--- config.mk ---
export PLATFORM = sky130hd
export DESIGN_NAME = psf15_mul
export DESIGN_NICKNAME = d
export VERILOG_FILES = /design/src/rtl/core/psf15_pkg.sv /design/src/rtl/core/psf15_mul.sv
export SDC_FILE = /design/constraint.sdc
export NUM_CORES = 2
export LEC_CHECK = 0
export ABC_AREA = 1
export BUFFER_PORTS_ARGS = -buffer_cell sky130_fd_sc_hd__buf_2
export CELL_PAD_IN_SITES_DETAIL_PLACEMENT = 1
export CELL_PAD_IN_SITES_GLOBAL_PLACEMENT = 1
export CORE_AREA = 2 2 340 342
export CTS_CLUSTER_SIZE = 28
export DETAILED_ROUTE_END_ITERATION = 12
export DIE_AREA = 0 0 342 344
export GPL_TIMING_DRIVEN = 0
export PLACE_DENSITY_LB_ADDON = 0.1
export RECOVER_POWER = 100
export SLEW_MARGIN = 0
export SYNTH_ARGS = -nofsm -noshare
export SYNTH_HDL_FRONTEND = slang
export SYNTH_SLANG_ARGS = --single-unit
--- constraint.sdc ---
create_clock -name clk_i -period 9.2 [get_ports clk_i]
set_input_delay 0.46 -clock clk_i [delete_from_list [all_inputs] [get_ports clk_i]]
set_output_delay 0.46 -clock clk_i [all_outputs]
set_load 0.03 [all_outputs]
--- src/rtl/core/psf15_pkg.sv ---
package psf15_pkg;

  localparam int unsigned FRAC_BITS = 14;
  localparam int unsigned CRD_W     = 16;
  localparam int unsigned FAC_W     = 22;
  localparam int unsigned AB_W      = 2 * FAC_W;
  localparam int unsigned SPLIT_W   = FAC_W;
  localparam int unsigned PLO_W     = SPLIT_W + 1 + FAC_W;
  localparam int unsigned PHI_W     = (AB_W - SPLIT_W) + FAC_W;
  localparam int unsigned SUM_W     = PHI_W + SPLIT_W + 2;
  localparam int unsigned RND_SHIFT = 2 * FRAC_BITS + 1;
  localparam int unsigned RND_W     = SUM_W - RND_SHIFT;
  localparam int unsigned OUT_W     = 19;

  typedef enum logic [1:0] {
    CMD_VALUE = 2'd0,
    CMD_DR    = 2'd1,
    CMD_DS    = 2'd2,
    CMD_DT    = 2'd3
  } cmd_e;

  typedef struct packed {
    logic en1;
    logic en2;
    logic en3;
    logic en4;
    logic en5;
  } pipe_en_t;

endpackage

--- src/rtl/core/psf15_mul.sv ---
module psf15_mul
  import psf15_pkg::*;
(
  input  logic                    clk_i,
  input  logic                    rst_ni,
  input  pipe_en_t                en_i,
  input  logic                    valid_i,
  input  logic signed [FAC_W-1:0] fac_a_i,
  input  logic signed [FAC_W-1:0] fac_b_i,
  input  logic signed [FAC_W-1:0] fac_c_i,
  output logic                    valid_o,
  output logic signed [PLO_W-1:0] prod_lo_o,
  output logic signed [PHI_W-1:0] prod_hi_o
);

  logic signed [AB_W-1:0]  ab_d, ab_q;
  logic signed [FAC_W-1:0] c2_q;
  logic signed [PLO_W-1:0] lo_d, lo_q;
  logic signed [PHI_W-1:0] hi_d, hi_q;
  logic                    v2_q, v3_q;

  assign ab_d = AB_W'(fac_a_i) * AB_W'(fac_b_i);

  // split a*b so that each multiply takes one part of a*b, at most one bit wider than a factor
  always_comb begin
    lo_d = PLO_W'($signed({1'b0, ab_q[SPLIT_W-1:0]})) * PLO_W'(c2_q);
    hi_d = PHI_W'($signed(ab_q[AB_W-1:SPLIT_W])) * PHI_W'(c2_q);
  end

  always_ff @(posedge clk_i or negedge rst_ni) begin
    if (!rst_ni) begin
      v2_q <= 1'b0;
      v3_q <= 1'b0;
    end else begin
      if (en_i.en2) v2_q <= valid_i;
      if (en_i.en3) v3_q <= v2_q;
    end
  end

  always_ff @(posedge clk_i) begin
    if (en_i.en2) begin
      ab_q <= ab_d;
      c2_q <= fac_c_i;
    end
    if (en_i.en3) begin
      lo_q <= lo_d;
      hi_q <= hi_d;
    end
  end

  assign valid_o   = v3_q;
  assign prod_lo_o = lo_q;
  assign prod_hi_o = hi_q;

endmodule

==> metrics.md <==
| Metric | Value |
|---|---|
| Outcome | finished, violations left |
| Failing checks | capacitance limit, slew limit |
| Buffers added on ports | 160 |
| First-pass GRT wire length | 341000 um |
| YS warnings | 0 |
| Post-CTS Repair Setup Buffers | 0 |
| FF+latch count, synth | 157 |
| Largest net degree at the start of global routing | 67 |
| Clk_lat worst skew | 0.56 ns |
| CTS sink count | 157 |
| Total global routing overflow | 0 |
| FP Rows | 124 |
| Crit path largest cell delay | 0.92 ns |
| Ys async rst share | 1.27% |
| Vias in the first global route | 58.1k |
| Final net count | 9810 |
| Post_cts resized | 0 |
| Via density | 5.47 |
| Worst-case clock buffer depth | 2 |
| Worst Tran Pin Value | 4.05 ns |
| Skew final | 0.0350 ns |
| Layout cells sized above 1 | 1.75% |
| CTS Buf Count | 17 |
| Aggregate routed wire length | 229000 um |
| Non-filler cells in the finished layout | 9410 |
| Area grow syn2layout | 5.03% |
| GP Congestion | 1.01 |
| Slew margin rel. | -170% |
| CP Capture Type | flop |
| Minimum clock period | 8.55 ns |
| Crit path top cell by count | fa_1 |
| Slowest cell on crit path | clkbuf_1 |
| Die width | 342 um |
| Crit path cell chain | clkbuf_1 -> clkbuf_1 -> nand2_1 -> inv_1 -> fa_1 -> inv_1 -> fa_1 -> fa_1 -> inv_1 -> fa_1 -> fa_1 -> inv_1 -> fa_1 -> fa_1 -> inv_1 -> ha_1 -> nand2_1 -> nor2_1 -> nand2_1 -> nor2_1 -> nand4_1 -> nand4_1 -> nand2_1 |
| Unrepaired setup endpoints after global routing | no |
| EDFF count, synth | 155 |
| Fin util | 56.3% |
| CP Buf/Inv Count | 7 |
| Setup TNS Final | 0 ns |
| Max-cap violation count | 3 |
| Hold Vio Cnt, Final | 0 |
| Average size of a mapped cell | 7.93 um2 |
| Delay-heaviest family, CP | adder cells |
| Clock Pin Slew Worst Setup and Hold Paths | 0.10 ns |
| Critical-path maximum fanout | 10 |
| HP Class | input port to flop |
| Root Buffer | clkbuf_16 |
| WP data arrival | 8.85 ns |
| Crit path kind | flop to flop |
| Initial Utilization | 53.6% |
| Tcrit/Tclk final | 93.0% |
| H-tree depth | 4 |
| Number of DRC markers in iteration 0 | 3467 |
| Placed insts | 9371 |
| Final setup viols | 0 |
| Core ar. | 114000 um2 |
| Worst EP required | 9.50 ns |
| Routed vias | 51.5k |
| Detail Placement HPWL | 197000 um |
| Slew Limit Fails | 141 |
| CTS Hold Bufs | 1 |
| Die Ht | 344 um |
| CP startpoint kind | flop |
| Max Fclk | 117 MHz |
| Syn Nets | 9628 |
| Drt wl/cell | 24.3 um |
| Tot GR Track Use | 39.8% |
| Register area share after synthesis | 7.71% |
| Fillcell total | 14.3k |
| Count of cell types in the netlist | 33 |
| Gate Count Post-Synth | 7697 |
| TritonCTS clock tree | done |
| Mapped cell area | 61000 um2 |
| Number of remaining DRC errors | 0 |
| Initial antenna violation count | 10 |
| Detail Route Antenna Nets | 0 |
| # IOs | 164 |
| Commonest register cell after synthesis | edfxtp_1 |
| Drt first pass iters | 6 |
| Die area | 118000 um2 |
logic make-up after synthesis:
| family | after synthesis | synth area share, % |
|---|---|---|
| buffers and inverters | 2698 | 16.6 |
| adder cells (fa/ha/maj) | 1857 | 55.3 |
| AO/OA/AOI/OAI | 160 | 1.48 |
| flip-flops | 157 | 7.71 |
| XOR/XNOR | 95 | 1.36 |
| AND/OR/NAND/NOR | 2730 | 17.6 |
area by class of cell:
| cell class | instances | area (um2) | area share (%) |
|---|---|---|---|
| Tap cell | 1512 | 1890 | 2.95 |
| Buffer | 286 | 1070 | 1.67 |
| Antenna cell | 6 | 15.0 | 0.0234 |
| Clock inverter | 15 | 160 | 0.250 |
| Timing Repair Buffer | 163 | 689 | 1.08 |
| Inverter | 2412 | 9050 | 14.1 |
| Clock buffer | 17 | 425 | 0.664 |
| Multi-Input combinational cell | 4842 | 46100 | 71.9 |
| Sequential cell | 157 | 4700 | 7.34 |
metrics by stage:
step / hold WS [ns] / setup WS (ns) / cell area, um2
2_1_floorplan: 0.164 / 2.87 / 61000
3_3_place_gp: 0.244 / 1.05 / 63700
3_5_place_dp: 0.247 / 0.843 / 63800
4_1_cts: 0.0448 / 0.823 / 64400
5_1_grt: 0.0657 / 0.411 / 64100
6_report: 0.0690 / 0.647 / 64100
cell usage after synthesis (3+ instances only):
cell	count	area, um2
inv_2	5	18.8
inv_1	2407	9030
a21oi_2	3	26.3
o21bai_1	18	135
buf_1	47	176
fa_1	1400	28000
xnor2_1	27	236
nand2_2	7	43.8
nor2_2	16	100
nor3_1	4	20.0
clkbuf_1	238	893
nand2_1	2240	8410
nand3_2	12	120
nand3_1	117	586
ha_1	457	5720
nand4_1	34	213
xor2_1	68	596
o21ai_1	4	20.0
nor2_1	267	1000
edfxtp_1	155	4650
a21oi_1	102	510
or2_2	23	144
o21ai_0	26	130
nor3_2	4	40.0
nand3b_1	5	37.5
metal layers:
| layer | global-route usage [%] | vias to the layer above | wire length (um) |
|---|---|---|---|
| li1 | - | 21848 | - |
| met1 | 45.4 | 26455 | 80200 |
| met2 | 67.8 | 2299 | 111000 |
| met3 | 7.83 | 843 | 19100 |
| met4 | 27.6 | 12 | 18800 |
| met5 | 0 | - | 84 |
sequential cells by signal, summed over array words and instances (netlist names):
name	count
prod_lo_o	45
ab_q	44
prod_hi_o	44
c2_q	22
v2_q	1
valid_o	1
layout by cell type (no fill, tap or decap), types with 6 or more instances in the layout:
master | synthesis | layout
edfxtp_1 | 155 | 155
nand2_1 | 2240 | 2244
ha_1 | 457 | 457
clkbuf_1 | 238 | 344
nor2_1 | 267 | 272
buf_1 | 47 | 47
o21bai_1 | 18 | 21
or2_2 | 23 | 23
o21ai_0 | 26 | 30
nand4_1 | 34 | 34
nor2_2 | 16 | 11
diode_2 | 0 | 6
inv_1 | 2407 | 2407
buf_2 | 0 | 57
nand3_1 | 117 | 125
fa_1 | 1400 | 1400
xor2_1 | 68 | 68
xnor2_1 | 27 | 27
clkbuf_16 | 0 | 17
a21oi_1 | 102 | 104
worst reg2reg max path: cells and delay by family, from the launching register on:
kind / cells / cell delay [ns]
adders and majority gates: 8 / 4.14
buffers and inverters: 7 / 2.39
DFF: 1 / 0.34
and+or+nand+nor: 8 / 1.46
final timing paths:
path | start | depth (start not counted) | endpoint | slack [ns]
worst min-delay path | fac_c_i[5] | 1 | c2_q[5] | 0.07
worst max-delay path | c2_q[6] | 23 | prod_hi_o[40] | 0.65
worst max register to register | c2_q[6] | 23 | prod_hi_o[40] | 0.65
max in group asynchronous | rst_ni | 2 | v2_q | 8.86
min in group asynchronous | rst_ni | 2 | valid_o | 0.22
worst min register to register | v2_q | 2 | valid_o | 0.54
Power is left out: the tool's default activity adds up to more than one toggle a clock period on the data nets, which glitch-free logic cannot reach.
