--- config.mk ---
export PLATFORM = sky130hd
export DESIGN_NAME = psf15_round
export DESIGN_NICKNAME = d
export VERILOG_FILES = /design/src/rtl/core/psf15_pkg.sv /design/src/rtl/core/psf15_round.sv
export SDC_FILE = /design/constraint.sdc
export NUM_CORES = 1
export LEC_CHECK = 0
export BUFFER_PORTS_ARGS = -buffer_cell sky130_fd_sc_hd__buf_2
export CAP_MARGIN = 20
export CORE_MARGIN = 3
export CORE_UTILIZATION = 24
export DETAILED_ROUTE_END_ITERATION = 7
export GPL_TIMING_DRIVEN = 0
export PLACE_DENSITY = 0.4
export SLEW_MARGIN = 20
export SYNTH_ARGS = -nofsm -noshare
export SYNTH_HDL_FRONTEND = slang
export SYNTH_SLANG_ARGS = --single-unit
--- constraint.sdc ---
create_clock -name clk_i -period 1.9 [get_ports clk_i]
set_input_delay 0.38 -clock clk_i [delete_from_list [all_inputs] [get_ports clk_i]]
set_output_delay 0.38 -clock clk_i [all_outputs]
set_load 0.05 [all_outputs]
--- src/rtl/core/psf15_pkg.sv ---
package psf15_pkg;

  localparam int unsigned FRAC_BITS = 14;
  localparam int unsigned CRD_W     = 16;
  localparam int unsigned FAC_W     = 22;
  localparam int unsigned AB_W      = 2 * FAC_W;
  localparam int unsigned SPLIT_W   = FAC_W;
  localparam int unsigned PLO_W     = SPLIT_W + 1 + FAC_W;
  localparam int unsigned PHI_W     = (AB_W - SPLIT_W) + FAC_W;
  localparam int unsigned SUM_W     = PHI_W + SPLIT_W + 2;
  localparam int unsigned RND_SHIFT = 2 * FRAC_BITS + 1;
  localparam int unsigned RND_W     = SUM_W - RND_SHIFT;
  localparam int unsigned OUT_W     = 19;

  typedef enum logic [1:0] {
    CMD_VALUE = 2'd0,
    CMD_DR    = 2'd1,
    CMD_DS    = 2'd2,
    CMD_DT    = 2'd3
  } cmd_e;

  typedef struct packed {
    logic en1;
    logic en2;
    logic en3;
    logic en4;
    logic en5;
  } pipe_en_t;

endpackage

--- src/rtl/core/psf15_round.sv ---
module psf15_round
  import psf15_pkg::*;
(
  input  logic                    clk_i,
  input  logic                    rst_ni,
  input  pipe_en_t                en_i,
  input  logic                    valid_i,
  input  logic signed [PLO_W-1:0] prod_lo_i,
  input  logic signed [PHI_W-1:0] prod_hi_i,
  output logic                    valid_o,
  output logic signed [OUT_W-1:0] result_value_o,
  output logic                    saturated_o
);

  localparam logic signed [SUM_W-1:0] Half = SUM_W'(1) << (RND_SHIFT - 1);
  localparam logic signed [OUT_W-1:0] OutMax = {1'b0, {(OUT_W-1){1'b1}}};
  localparam logic signed [OUT_W-1:0] OutMin = {1'b1, {(OUT_W-1){1'b0}}};

  logic signed [SUM_W-1:0] sum;
  logic signed [RND_W-1:0] rnd_d, rnd_q;
  logic signed [OUT_W-1:0] res_d, res_q;
  logic                    sat_d, sat_q;
  logic                    v4_q, v5_q;
  logic                    in_range;

  // twice the value, then round half up and halve in one shift
  always_comb begin
    sum   = (SUM_W'(prod_hi_i) <<< SPLIT_W) + SUM_W'(prod_lo_i) + Half;
    rnd_d = RND_W'(sum >>> RND_SHIFT);
  end

  always_comb begin
    in_range = (rnd_q[RND_W-1:OUT_W-1] == '0) || (rnd_q[RND_W-1:OUT_W-1] == '1);
    sat_d    = !in_range;
    if (in_range) begin
      res_d = rnd_q[OUT_W-1:0];
    end else if (rnd_q[RND_W-1]) begin
      res_d = OutMin;
    end else begin
      res_d = OutMax;
    end
  end

  always_ff @(posedge clk_i or negedge rst_ni) begin
    if (!rst_ni) begin
      v4_q <= 1'b0;
      v5_q <= 1'b0;
    end else begin
      if (en_i.en4) v4_q <= valid_i;
      if (en_i.en5) v5_q <= v4_q;
    end
  end

  always_ff @(posedge clk_i) begin
    if (en_i.en4) rnd_q <= rnd_d;
    if (en_i.en5) begin
      res_q <= res_d;
      sat_q <= sat_d;
    end
  end

  assign valid_o        = v5_q;
  assign result_value_o = res_q;
  assign saturated_o    = sat_q;

endmodule

==> run metrics, run 1 <==
status finished with violations; failing checks negative setup slack; largest net degree at the start of global routing 41; critical path peak fanout 7; crit end category register; max-slew violations 0; Crit-path slowest cell a2111o_1; Worst R2R End result_value_o[15]; diodes inserted 0; Adder-Cell Fraction of Synth Area 21.1%; Data required, critical path 1.97 ns; share of power burned in registers 31.8%; Final Instance Area 7670 µm²; Starting Density 24.8%; Die Span X 152 µm; Startpoint Class input port; Sw Pwr 1920 µW; CORE AREA 20600 µm²; RSZ-0062 raised after global routing true; largest family of logic cells by synthesized area adder cells; mux share of post-synthesis cell area 0.442%; Slew HR 37.8%; H-tree depth 3; critical path arrival 2.85 ns; Worst-Skew Late Latency 0.32 ns; num rows 52; final worst slack -0.873 ns; Worst Hold End v4_q; GP Congestion 0.828; R2R setup slack 0.13 ns; synthesized-area fraction occupied by and/or/nand/nor cells 12.3%; sequential share of the synthesized area 35.8%; Setup CP Type input port to register; Remaining DRCs 0; clock buffer count from CTS 9; DRT antenna net count 0; Stages on worst setup path 12; Max Fclk 0.361 GHz; syn avg cell area 10.1 µm²; Comb power frac 39.7%; CTS Sinks 61; share of cells above drive strength 1 44.8%; grt ovf 0; crit-path cells buf_2 > ha_4 > ha_4 > nand2_1 > or3_4 > a2bb2oi_4 > a2111o_1 > a31oi_4 > buf_6 > a21oi_4 > o21a_1 > xnor2_2; Layout area overhead 50.7%; Synthesis Warnings 0; antenna violations before repair 0; Yosys reg bits 61; dpl ws -1.81 ns; Sw Ratio 32.4%; I/O Buffers 92; Worst-Margin Slew 0.933 ns; total die area 23000 µm²; first-pass GRT wire length 22100 µm; Synth Area in Compound Gates 21.1%; crit path time final 2.77 ns; max_cap viols 0; number of global-route vias before repair 4377; Pwr Density 770 nW/µm²; Setup-failing EPs final 37; xor and xnor fraction of the mapped netlist area 6.19%; Synth Flop Type edfxtp_1; maximum clock insertion buffer count 2; top area cells in the synthesized netlist edfxtp_1 (35%), ha_1 (21%), a21o_1 (5.9%), a21oi_1 (3.7%), xnor2_1 (3.3%); Reg2Reg Depth 7; Die H 152 µm; crit path launch prod_lo_i[34]; fin crit share 146%; CP peak stage delay 0.43 ns; Pre-Repair DR Iteration Count 4; Final nets 822; final wirelength 13700 µm; I/O Pins 118; maximum VDD drop 0.000390 V; synthesized instance count 505; post-synth cell types 47; post-DR wirelength/cell 15.0 µm; Cell Int Power 3990 µW; Worst Hold Path Cells 2; Vias/cell 4.69; Synth Cell Area 5090 µm²; 1st-iter DRT viols 155; hold_sp valid_i; leakage power 0.00319 µW; Synth top area share 34.8%; leading area contributor after synthesis edfxtp_1; Worst Path Buf+Inv 2; area post-placement 6250 µm²; Tightest Hold Check Type input port to register; via count 4285; CP top delay family compound AO/OA/AOI/OAI gates; Post-Synthesis Net Count 688; share of synthesized registers carrying an async set or reset 3.28%; number of synthesized flops with an enable pin 59; final hold violation count 0; post-DP HPWL 10600 µm; Tot GR Track Use 12.0%; Root Buffer clkbuf_16; Clock Pin Slew Worst Setup and Hold Paths 0.05 ns; Layout Skew 0.00582 ns; TritonCTS clock tree built; Crit path top cell by count ha_4; worst r2r src rnd_q[33]; Clock power frac 28.5%
[synth_stat cells, types with 5 or more instances]
cell	count
xnor2_1	19
o21ai_0	22
nor4_1	7
edfxtp_1	59
nor2_1	28
a31oi_1	8
nand4_1	19
nor3_1	6
o211ai_1	5
inv_1	14
nor2b_1	5
xor2_1	17
a211oi_1	9
nand3_1	13
a21o_1	40
ha_1	86
o21bai_1	6
clkbuf_1	23
a21oi_1	38
o21a_1	6
and3_1	7
nand2_1	28
[through the flow]
stage	power, µW	hold WS (ns)	cells	TNS (ns)	utilization, %
after floorplan	3180	0.0844	505	-22.13	-
after global placement	3690	0.165	867	-46.11	30.4
after detailed placement	3690	0.168	867	-46.14	30.4
after CTS	5650	0.283	896	-19.11	34.4
after global routing	6260	0.286	913	-22.47	37.3
final	5900	0.296	913	-20.47	37.3
[logic make-up after synthesis]
| logic type | count (synthesis) |
|---|---|
| buffers and inverters | 39 |
| AOI/OAI and AO/OA | 156 |
| adders and majority gates | 86 |
| muxes | 2 |
| and+or+nand+nor | 125 |
| DFF | 61 |
| xor gates and xnor gates | 36 |
[what timing repair did]
action                                  4_1_cts  5_1_grt
endpoints found under the setup margin       57       58
pin swaps                                    44       34
hold endpoints to repair                      2        0
gates resized for setup                      87       88
hold buffers                                  1        0
buffers inserted                             22       23
[state kept, by name, indices dropped and copies added (netlist names)]
register and flops:
valid_o 1, saturated_o 1, v4_q 1, rnd_q 39
result_value_o 19
[placed cells by master, fill, tap and decap left out, types with 4 or more instances in the layout]
cell type / n
a211oi_2: 6
a21o_1: 39
a21oi_1: 19
a21oi_2: 14
a21oi_4: 5
a31oi_4: 7
and3_1: 4
buf_2: 83
buf_4: 28
buf_6: 19
buf_8: 4
clkbuf_1: 4
clkbuf_16: 9
clkbuf_2: 5
edfxtp_1: 59
ha_1: 49
ha_2: 6
ha_4: 31
inv_1: 11
nand2_1: 25
nand3_1: 10
nand4_1: 19
nor2_1: 20
nor2_4: 5
nor3_1: 6
o211ai_1: 5
o21a_1: 5
o21ai_0: 11
o21ai_1: 9
o21bai_1: 4
xnor2_1: 12
xnor2_2: 6
xor2_1: 15
[power by group through the flow]
stage	clock network (µW)	registers, µW	logic [µW]
finish	1680	1880	2340
global route	1790	1900	2570
CTS	1730	1870	2040
detailed placement	0	1890	1800
global placement	0	1890	1810
floorplan	0	2030	1150
[worst max path at each step]
stage,end,slack (ns)
floorplan,rnd_q[38],-0.95
global placement,rnd_q[36],-1.78
detailed placement,rnd_q[36],-1.81
CTS,rnd_q[38],-0.88
global route,rnd_q[24],-0.94
finish,rnd_q[24],-0.87
[metal layers]
layer  GRT usage [%]  routed length [µm]  vias up
li1                -                   -     2196
met1            17.9                7320     2010
met2            18.1                5840       70
met3            2.08                 409        9
met4            2.96                 129        0
met5               0                   0        -
[layout make-up]
| class | instances | area [µm²] |
|---|---|---|
| buffer | 14 | 109 |
| clock buffer | 10 | 229 |
| clock inverter | 5 | 76.3 |
| fill | 2111 | 12900 |
| inverter | 14 | 65.1 |
| multi-input combinational | 405 | 4120 |
| sequential | 61 | 1820 |
| tap | 270 | 338 |
| timing repair buffer | 134 | 912 |
Note: power is estimated with default switching activity, not from simulation.
==> inputs of run 2 (changes only) <==
--- a/config.mk
+++ b/config.mk
@@ -11,7 +11,7 @@
 export CORE_UTILIZATION = 24
 export DETAILED_ROUTE_END_ITERATION = 7
 export GPL_TIMING_DRIVEN = 0
-export PLACE_DENSITY = 0.4
+export PLACE_DENSITY = 0.39
 export SLEW_MARGIN = 20
 export SYNTH_ARGS = -nofsm -noshare
 export SYNTH_HDL_FRONTEND = slang
==> constraint.sdc (replaced) <==
create_clock -name clk_i -period 3.4 [get_ports clk_i]
set_input_delay 0.68 -clock clk_i [delete_from_list [all_inputs] [get_ports clk_i]]
set_output_delay 0.68 -clock clk_i [all_outputs]
set_load 0.05 [all_outputs]
==> run 2 against run 1 <==
The flow now finishes without violations. Sequential share of layout area increased by 5.2 points. Critical path depth unchanged. Clock power decreased by 40%. Global-route usage decreased by 0.80 points. Cell area decreased by 18%. Combinational power decreased by 60%. Die area unchanged. Cell count decreased by 3.3%. Via count decreased by 3.3%. Worst setup slack improved by 1.0 ns. Non-clock buffer count decreased by 31. Sequential cell count unchanged. Critical endpoint is now rnd_q[37].
==> run metrics, run 2 (synthesis gave the netlist of run 1 again) <==
status complete, no violations (was finished with violations); Tightest Hold Check Type input port to asynchronous set/reset pin (was input port to register); Tot GR Track Use 11.2% (was 12.0%); final hold violation count 0 (unchanged); Setup-failing EPs final 0 (was 37); Pre-Repair DR Iteration Count 4 (unchanged); H-tree depth 3 (unchanged); max_cap viols 0 (unchanged); I/O Buffers 92 (unchanged); Crit-path slowest cell o311a_1 (was a2111o_1); CORE AREA 20600 µm² (unchanged); final wirelength 12600 µm (was 13700 µm); I/O Pins 118 (unchanged); Startpoint Class input port (unchanged); maximum clock insertion buffer count 2 (unchanged); Crit path top cell by count ha_1 (was ha_4); Remaining DRCs 0 (unchanged); max-slew violations 0 (unchanged); post-DR wirelength/cell 14.2 µm (was 15.0 µm); 1st-iter DRT viols 177 (was 155); CP top delay family compound AO/OA/AOI/OAI gates (unchanged); Vias/cell 4.69 (about the same); Clock Pin Slew Worst Setup and Hold Paths 0.05 ns (about the same); CTS Sinks 61 (unchanged); Pwr Density 474 nW/µm² (was 770 nW/µm²); commonest non-fill, non-tap cells in the layout buf_2 (92), ha_1 (84), edfxtp_1 (59) (was buf_2 (83), edfxtp_1 (59), ha_1 (49)); RSZ-0062 raised after global routing false (was true); hold slack final 0.138 ns (was 0.296 ns); largest net degree at the start of global routing 41 (unchanged); via count 4143 (was 4285); most common cell after layout, fill and taps aside buf_2 (unchanged); Die H 152 µm (unchanged); fillers 2219 (was 2111); diodes inserted 0 (unchanged); CP peak stage delay 0.31 ns (was 0.43 ns); Worst-Skew Late Latency 0.32 ns (about the same); Root Buffer clkbuf_16 (unchanged); Worst-Margin Slew 0.858 ns (was 0.933 ns); first-pass GRT wire length 20900 µm (was 22100 µm); leakage power 0.00281 µW (was 0.00319 µW); clock buffer count from CTS 9 (unchanged); critical path arrival 3.31 ns (was 2.85 ns); Max Fclk 0.308 GHz; post-DP HPWL 10400 µm (was 10600 µm); antenna violations before repair 0 (unchanged); grt ovf 0 (unchanged); share of cells above drive strength 1 20.9% (was 44.8%); Reg area 1820 µm² (unchanged); GP Congestion 0.816 (was 0.828); Die Span X 152 µm (unchanged); number of global-route vias before repair 4168 (was 4377); Setup CP Type input port to register (unchanged); Data required, critical path 3.46 ns (was 1.97 ns); Core Util, Final 30.6% (was 37.3%); Largest register FFs 39 (unchanged); crit-path cells buf_2 > ha_1 > ha_1 > and4_1 > o311a_1 > or2_1 > clkbuf_1 > a22o_1 > o21ai_2 > o31ai_4 > a41oi_1 > xor2_1 (was buf_2 > ha_4 > ha_4 > nand2_1 > or3_4 > a2bb2oi_4 > a2111o_1 > a31oi_4 > buf_6 > a21oi_4 > o21a_1 > xnor2_2); Worst Path Buf+Inv 2 (unchanged); num rows 52 (unchanged); critical path peak fanout 6 (was 7); Layout area overhead 23.5% (was 50.7%); Starting Density 24.8% (unchanged); TritonCTS clock tree built (unchanged); total die area 23000 µm² (unchanged); Top reg by flops rnd_q (unchanged); DRT antenna net count 0 (unchanged); area of the multi-input gates 3170 µm² (was 4120 µm²); fin crit share 95.6%; maximum VDD drop 0.000208 V (was 0.000390 V); crit end category register (unchanged); Slew HR 42.8% (was 37.8%); Layout Skew 0.00625 ns (was 0.00582 ns); Final nets 791 (was 822); crit path time final 3.25 ns
## run 2: area by class of cell
class	count	share of cell area, %
tap	270	5.38
clock inverter	7	1.81
timing repair buffer	93	7.49
buffer	24	1.51
inverter	14	0.836
sequential	61	29.0
clock buffer	9	3.58
multi-input combinational	405	50.4
## run 2: repair_timing
item	in CTS	in global routing
resized for setup	4	8
buffers inserted	0	1
cloned	0	0
hold endpoints to repair	0	0
hold buffers	0	0
pin swaps	0	2
endpoints found under the setup margin	4	11
## run 2: metrics by stage
stage	TNS, ns	total power [µW]	setup WS [ns]	instance area [µm²]	std cells
after global placement	-5.24	1980	-0.624	5890	867
after floorplan	0	1700	0.155	5090	505
after CTS	0	3010	0.0910	6240	883
after global routing	0	3190	0.00645	6280	883
final	0	2980	0.149	6280	883
after detailed placement	-5.17	1980	-0.606	5890	867
## run 2: routing by layer
metal / up-vias / routed length, µm / GRT usage, %
met2: 74 / 5420 / 16.5
met1: 1921 / 6620 / 17.3
met4: 0 / 123 / 3.14
met3: 10 / 421 / 1.19
li1: 2138 / - / -
met5: - / 0 / 0
## run 2: power by group
| part | internal (µW) | leakage [µW] | switching, µW |
|---|---|---|---|
| logic | 345 | 0.00205 | 581 |
| clock network | 710 | 0.000159 | 298 |
| registers | 998 | 0.000600 | 48.5 |
| total | 2050 | 0.00281 | 927 |
## run 2: path summary, 6_finish.rpt
path	startpoint	to	slack [ns]	cells after the start
worst max-delay path	prod_lo_i[24]	rnd_q[37]	0.15	12
worst min-delay path	rst_ni	valid_o	0.14	1
worst max register to register	rnd_q[33]	saturated_o	1.11	7
worst min register to register	valid_o	valid_o	0.50	1
max in group asynchronous	rst_ni	v4_q	3.16	1
min in group clk_i	valid_o	valid_o	0.50	1
## run 2: worst reg2reg max path: cells and delay by family, from the launching register on
family	cells	cell delay, ns
flops	1	0.39
compound gates	1	0.25
simple gates	3	0.61
buf+inv	3	0.80
